**src/rtl/segl_pkg.sv**
```systemverilog
`default_nettype none

package segl_pkg;

	localparam int unsigned OFFSET_W = 20;

	// Text decoding modes, as written to the mode register.
	typedef enum logic [1:0] {
		MODE_ROM  = 2'd0,
		MODE_SJIS = 2'd1,
		MODE_EUC  = 2'd2
	} mode_t;

	// One queued result: a single glyph, or the pair of halves of a double-width glyph.
	typedef struct packed {
		logic                       font_select;
		logic                       pair;
		logic signed [OFFSET_W-1:0] offset;
	} res_t;

	// What the decoder makes of one byte.
	typedef struct packed {
		logic emit;
		logic lead_load;
		logic lead_clear;
		res_t res;
	} dec_t;

endpackage

`default_nettype wire

```
**src/rtl/segl_decode.sv**
```systemverilog
`default_nettype none

module segl_decode (
	input  wire logic [7:0]       code_byte,
	input  wire segl_pkg::mode_t  text_mode,
	input  wire logic [7:0]       lead_byte,
	output segl_pkg::dec_t        dec
);

	function automatic logic signed [19:0] sjis_off(input logic [7:0] lead,
		input logic [7:0] trail);
		logic signed [19:0] l;
		logic signed [19:0] t;
		logic signed [19:0] row;
		logic signed [19:0] col;
		l = signed'({12'd0, lead});
		t = signed'({12'd0, trail});
		if (lead >= 8'h81 && lead <= 8'h9f) begin
			row = (l - 20'sd129) * 20'sd2;
		end else begin
			row = (l - 20'sd224) * 20'sd2 + 20'sd62;
		end
		if (trail >= 8'h40 && trail <= 8'h7e) begin
			col = t - 20'sd64;
		end else if (trail >= 8'h80 && trail <= 8'h9e) begin
			col = t - 20'sd128 + 20'sd63;
		end else begin
			col = t - 20'sd159;
			row = row + 20'sd1;
		end
		return 20'sd4096 + (row * 20'sd94 + col) * 20'sd32;
	endfunction

	function automatic logic signed [19:0] euc_off(input logic [7:0] lead,
		input logic [7:0] trail);
		logic signed [19:0] l;
		logic signed [19:0] t;
		l = signed'({12'd0, lead});
		t = signed'({12'd0, trail});
		return 20'sd4096 + ((l - 20'sd161) * 20'sd94 + (t - 20'sd161)) * 20'sd32;
	endfunction

	logic is_lead;
	logic signed [19:0] single_off;

	assign single_off = signed'({8'd0, code_byte, 4'd0});

	always_comb begin
		dec     = '0;
		is_lead = 1'b0;
		if (code_byte != 8'd0) begin
			case (text_mode)
				segl_pkg::MODE_ROM: begin
					dec.emit       = 1'b1;
					dec.res.offset = single_off;
				end
				segl_pkg::MODE_SJIS, segl_pkg::MODE_EUC: begin
					if (lead_byte == 8'd0) begin
						if (text_mode == segl_pkg::MODE_SJIS) begin
							is_lead = (code_byte >= 8'h81 && code_byte <= 8'h9f) ||
								(code_byte >= 8'he0 && code_byte <= 8'hfc);
						end else begin
							is_lead = (code_byte >= 8'h81 && code_byte <= 8'hfe);
						end
						if (is_lead) begin
							dec.lead_load = 1'b1;
						end else begin
							dec.emit            = 1'b1;
							dec.res.font_select = 1'b1;
							dec.res.offset      = single_off;
						end
					end else begin
						dec.emit            = 1'b1;
						dec.lead_clear      = 1'b1;
						dec.res.font_select = 1'b1;
						dec.res.pair        = 1'b1;
						if (text_mode == segl_pkg::MODE_SJIS) begin
							dec.res.offset = sjis_off(lead_byte, code_byte);
						end else begin
							dec.res.offset = euc_off(lead_byte, code_byte);
						end
					end
				end
				default: begin
					dec = '0;
				end
			endcase
		end
	end

endmodule

`default_nettype wire

```
**src/rtl/segl_outq.sv**
```systemverilog
`default_nettype none

module segl_outq (
	input  wire logic                clk,
	input  wire logic                arst_n,
	input  wire logic                push,
	input  wire segl_pkg::res_t      push_res,
	output logic                     room,
	output logic                     glyph_valid,
	input  wire logic                glyph_stall,
	output logic                     font_select,
	output logic signed [19:0]       glyph_offset,
	output logic                     cell_back,
	output logic                     last
);

	segl_pkg::res_t ent_q [2];
	logic [1:0]     count_q;
	logic           head_q;
	logic           tail_q;
	logic           half_q;
	logic           fire;
	logic           pop;
	segl_pkg::res_t head_res;

	assign head_res     = ent_q[head_q];
	assign room         = (count_q != 2'd2);
	assign glyph_valid  = (count_q != 2'd0);
	assign font_select  = head_res.font_select;
	// Pair offsets have their low five bits clear, so the right half just sets bit 4.
	assign glyph_offset = head_res.pair ?
		{head_res.offset[19:5], half_q, head_res.offset[3:0]} : head_res.offset;
	assign cell_back    = head_res.pair && !half_q;
	assign last         = !head_res.pair || half_q;
	assign fire         = glyph_valid && !glyph_stall;
	assign pop          = fire && last;

	always_ff @(posedge clk) begin
		if (push) begin
			ent_q[tail_q] <= push_res;
		end
	end

	always_ff @(posedge clk or negedge arst_n) begin
		if (!arst_n) begin
			count_q <= 2'd0;
			head_q  <= 1'b0;
			tail_q  <= 1'b0;
			half_q  <= 1'b0;
		end else begin
			if (push) begin
				tail_q <= ~tail_q;
			end
			if (pop) begin
				head_q <= ~head_q;
			end
			if (push && !pop) begin
				count_q <= count_q + 2'd1;
			end else if (pop && !push) begin
				count_q <= count_q - 2'd1;
			end
			if (fire) begin
				half_q <= !last;
			end
		end
	end

endmodule

`default_nettype wire

```
**src/rtl/sjis_euc_glyph_locator_core.sv**
```systemverilog
`default_nettype none

// Channel   | Direction | Handshake                 | Word
// ----------+-----------+---------------------------+--------------------------------------
// code      | in        | code_valid / code_stall   | code_byte
// glyph     | out       | glyph_valid / glyph_stall | font_select, glyph_offset, cell_back,
//           |           |                           | last
// cfg       | in        | cfg_wen                   | cfg_wdata (text mode)
//
// A byte is taken into the input register and decoded there; a result is then pushed into
// the result queue, whose head word goes out on the glyph channel. A byte is accepted
// every cycle unless the input register waits for queue room; a double-width glyph goes
// out as two words, which sets the long-run rate on Japanese text. Reset clears the mode,
// the pending lead byte and all valid state. A stall on the glyph side fills the two-entry
// result queue and then holds the input register, which raises code_stall.
module sjis_euc_glyph_locator_core (
	input  wire logic              clk,
	input  wire logic              arst_n,
	input  wire logic              cfg_wen,
	input  wire logic [1:0]        cfg_wdata,
	input  wire logic              code_valid,
	output logic                   code_stall,
	input  wire logic [7:0]        code_byte,
	output logic                   glyph_valid,
	input  wire logic              glyph_stall,
	output logic                   font_select,
	output logic signed [19:0]     glyph_offset,
	output logic                   cell_back,
	output logic                   last
);

	segl_pkg::mode_t text_mode_q;
	logic [7:0]      lead_q;
	logic            valid_s1;
	logic [7:0]      byte_s1;
	segl_pkg::dec_t  dec;
	logic            room;
	logic            advance;

	// The user must change the mode register only while the block is idle; the block does not enforce it.
	always_ff @(posedge clk or negedge arst_n) begin
		if (!arst_n) begin
			text_mode_q <= segl_pkg::MODE_ROM;
		end else if (cfg_wen) begin
			text_mode_q <= segl_pkg::mode_t'(cfg_wdata);
		end
	end

	// Input register. It drains once its byte is decoded and the result queue has room for any result.
	assign advance    = valid_s1 && (!dec.emit || room);
	assign code_stall = valid_s1 && !advance;

	always_ff @(posedge clk or negedge arst_n) begin
		if (!arst_n) begin
			valid_s1 <= 1'b0;
		end else if (!code_stall) begin
			valid_s1 <= code_valid;
		end
	end

	always_ff @(posedge clk) begin
		if (code_valid && !code_stall) begin
			byte_s1 <= code_byte;
		end
	end

	segl_decode u_decode (
		.code_byte (byte_s1),
		.text_mode (text_mode_q),
		.lead_byte (lead_q),
		.dec       (dec)
	);

	// The pending lead byte is updated only when its byte leaves the input register,
	// so it always reflects the bytes decoded so far and none ahead.
	always_ff @(posedge clk or negedge arst_n) begin
		if (!arst_n) begin
			lead_q <= 8'd0;
		end else if (advance) begin
			if (dec.lead_load) begin
				lead_q <= byte_s1;
			end else if (dec.lead_clear) begin
				lead_q <= 8'd0;
			end
		end
	end

	// Result queue: one entry per byte that gives a result, a pair entry being sent as two words.
	segl_outq u_outq (
		.clk          (clk),
		.arst_n       (arst_n),
		.push         (advance && dec.emit),
		.push_res     (dec.res),
		.room         (room),
		.glyph_valid  (glyph_valid),
		.glyph_stall  (glyph_stall),
		.font_select  (font_select),
		.glyph_offset (glyph_offset),
		.cell_back    (cell_back),
		.last         (last)
	);

endmodule

`default_nettype wire

```
**config.mk**
```make
export PLATFORM = sky130hd
export DESIGN_NAME = sjis_euc_glyph_locator_core
export DESIGN_NICKNAME = d
export VERILOG_FILES = /design/src/rtl/segl_pkg.sv /design/src/rtl/segl_decode.sv /design/src/rtl/segl_outq.sv /design/src/rtl/sjis_euc_glyph_locator_core.sv
export SDC_FILE = /design/constraint.sdc
export NUM_CORES = 1
export LEC_CHECK = 0
export BUFFER_PORTS_ARGS = -buffer_cell sky130_fd_sc_hd__buf_2
export CORE_MARGIN = 2
export CORE_UTILIZATION = 33
export CTS_CLUSTER_DIAMETER = 50
export DETAILED_ROUTE_END_ITERATION = 10
export PLACE_DENSITY = 0.53
export REMOVE_ABC_BUFFERS = 1
export SYNTH_ARGS = -nofsm -noshare
export SYNTH_HDL_FRONTEND = slang
export SYNTH_SLANG_ARGS = --single-unit
```
**constraint.sdc**
```tcl
create_clock -name clk -period 21.6 [get_ports clk]
set_input_delay 4.32 -clock clk [delete_from_list [all_inputs] [get_ports clk]]
set_output_delay 4.32 -clock clk [all_outputs]
set_load 0.01 [all_outputs]
```
==> flow_summary.ini <==
[critical_path]
critPathKind = reg -> reg
rr_endpoint = u_outq.ent_q[0][19]$_DFFE_PP_
cp-startpoint = lead_q[2]$_DFFE_PN0P_
rrSetupSlack_ns = 14.02
cp-start-kind = flip-flop
required_ns = 21.66
r2r_cells = 29
crit_fanout = 11
crit_arrival_ns = 7.65
r2r-start = lead_q[2]$_DFFE_PN0P_
end_kind = flip-flop
crit_path_frequent_cell = xnor2_1
cpPeakStageDelay_ns = 0.66
crit_slowest_cell = dfrtp_1

[logic_synthesis]
synth_enable_flop_cells = 44
syn_inst = 833
synth.distinct_cells = 66
netlist_area_um2 = 7639
async_flop_share_pct = 26.67
yosysSeqAreaShare_pct = 22.54
syn-mean-instance-area_um2 = 9.170
synth_seq_cells = 60
yosys_warnings = 0
synth_ff_type = edfxtp_1

[clock_tree]
postCtsSetupRepairBufs = 0
cts_buffer_depth = 2
clk_pin_slew_ns = 0.06
cts_buffers = 9
cts_resized = 0
clock_latency_ns = 0.33
cts_hold_buf = 0
cts.sinks = 60
tritoncts = built
htreeDepth = 3
root_buffer = clkbuf_16

[timing]
setup_viol = 0
slew_viol_final = 0
setup_slack_ns = 14.02
fin_crit_sh_pct = 35.10
rsz0062_at_grt = no
worstMarginPinSlew_ns = 0.8222
fin_setup_tns_ns = 0
period_needed_ns = 7.583
finalHoldViolations = 0
skew_ns = 0.006160
max_freq_mhz = 131.9
slew_headroom_pct = 44.72

[run]
cap_violations = 0

[detailed_routing]
antenna_left = 0
via_per_inst = 4.928
drt_iter0_drc = 464
drt_pre_antenna_iters = 5
post_drt_wl_per_cell_um = 14.92
num_vias = 5662
drc = 0
wirelength_um = 17140

[grt]
overflow = 0
grt_usage_pct = 14.19
grt_pass1_vias = 5246
grt_max_degree = 21
grt_pass1_wl_um = 27410
antenna_found_initial = 0

[floorplan]
io_pins = 40
die_y_um = 156.1
dieArea_um2 = 24380
coreArea_um2 = 22710
rows = 55
die_w_um = 156.1
start_util_pct = 33.64

[worst_hold_path]
hold_path_end = u_outq.count_q[1]$_DFFE_PN0P_
hold_start = u_outq.count_q[1]$_DFFE_PN0P_
worstHoldPathType = reg -> reg
hold_path_depth = 1

[place]
dp_cells = 1133
post-place-ws_ns = 14.04
place_congestion = 0.8682
hpwlAfterDp_um = 14130
post_dp_cell_area_um2 = 8088
port_buffers = 35

[cells_and_area]
areaGrowthSynthToFinish_pct = 9.500
antenna_cells = 0
fin_nets = 1020
final_cells = 1149
drive_gt1_share_pct = 10.53
fill_cells = 2306
final_area_um2 = 8364

[run_status]
outcome = finished clean
layer usage:
| layer | routed length (um) | global-route usage (%) | vias up |
|---|---|---|---|
| met5 | 0 | 0 | - |
| met4 | 57 | 2.709 | 0 |
| met3 | 518 | 1.861 | 4 |
| met2 | 7634 | 21.93 | 98 |
| met1 | 8929 | 21.27 | 2662 |
| li1 | - | - | 2898 |
flip-flops by register name (all words and copies together), names as in the netlist:
register        flops
byte_s1             8
text_mode_q         2
lead_q              8
u_outq.tail_q       1
u_outq.head_q       1
u_outq.ent_q       36
u_outq.count_q      2
valid_s1            1
u_outq.half_q       1
logic make-up (layout without fill, tap and decap cells):
logic type | count (synthesis) | count (layout) | share of synthesized area (%)
XOR/XNOR | 81 | 81 | 9.566
AND/OR/NAND/NOR | 191 | 191 | 12.29
AO/OA/AOI/OAI | 176 | 176 | 15.10
buffers and inverters | 149 | 177 | 7.649
other | 1 | 4 | 0.04909
multiplexers | 29 | 29 | 4.079
adder cells (fa/ha/maj) | 146 | 146 | 28.73
flip-flops | 60 | 60 | 22.54
cell usage in the layout, fill, tap and decap left out, types with 26 or more instances in the layout:
master,netlist,final
nor2_1,55,55
o21ai_0,35,35
a21oi_1,49,49
nand2_1,45,45
ha_1,97,97
fa_1,49,49
buf_2,8,35
edfxtp_1,44,44
xnor2_1,53,53
inv_1,118,118
xor2_1,26,26
critical path, delay by kind of cell, from the launching register on:
family                     cells  cell delay (ns)
AOI/OAI and AO/OA              9             1.81
xor gates and xnor gates       5             1.15
adders and majority gates      7             2.63
buffers and inverters          4             0.44
DFF                            1             0.66
muxes                          1             0.26
and+or+nand+nor                3             0.35
cells in the mapped netlist (all sizes together) (10+ instances only):
master	instances	area, um^2
a211oi	10	75.07
nor3	22	110.1
clkbuf	12	45.04
o21a	10	75.07
nor2b	13	81.33
xnor2	54	480.5
a22o	10	87.58
mux2	17	191.4
o21ai	39	195.2
a21o	13	97.59
buf	14	77.58
nor2	56	212.7
fa	49	980.9
a21oi	49	245.2
nand2	45	168.9
ha	97	1214
dfrtp	16	400.4
edfxtp	44	1321
xor2	26	227.7
nand2b	10	62.56
nand3	12	60.06
inv	122	457.9
mux2i	12	120.1
worst max path at each step:
| stage | end | slack (ns) | cells past startpoint |
|---|---|---|---|
| after detailed placement | u_outq.ent_q[0][19]$_DFFE_PP_ | 14.04 | 28 |
| final | u_outq.ent_q[0][19]$_DFFE_PP_ | 14.02 | 29 |
| after floorplan | u_outq.ent_q[0][19]$_DFFE_PP_ | 14.70 | 28 |
| after global placement | u_outq.ent_q[0][19]$_DFFE_PP_ | 14.03 | 29 |
| after global routing | u_outq.ent_q[1][19]$_DFFE_PP_ | 13.35 | 29 |
| after CTS | u_outq.ent_q[0][19]$_DFFE_PP_ | 14.00 | 29 |
stage by stage:
step                utilization, %  hold WS [ns]
floorplan                        -        0.4552
global placement             35.61        0.4801
detailed placement           35.61        0.4789
CTS                          36.83        0.4899
global route                 36.83        0.5338
finish                       36.83        0.4892
area by class of cell:
| type | instances | area (um^2) | area share, % |
|---|---|---|---|
| multi-input cells | 627 | 5350 | 63.96 |
| flip-flops and latches | 60 | 1722 | 20.58 |
| inverters | 123 | 461.7 | 5.520 |
| well taps | 285 | 356.6 | 4.263 |
| clock buffers | 9 | 225.2 | 2.693 |
| repair buffers | 38 | 197.7 | 2.364 |
| clock inverters | 7 | 51.30 | 0.6133 |
Power is left out: the tool's default activity adds up to more than one toggle a clock period on the data nets, which glitch-free logic cannot reach.
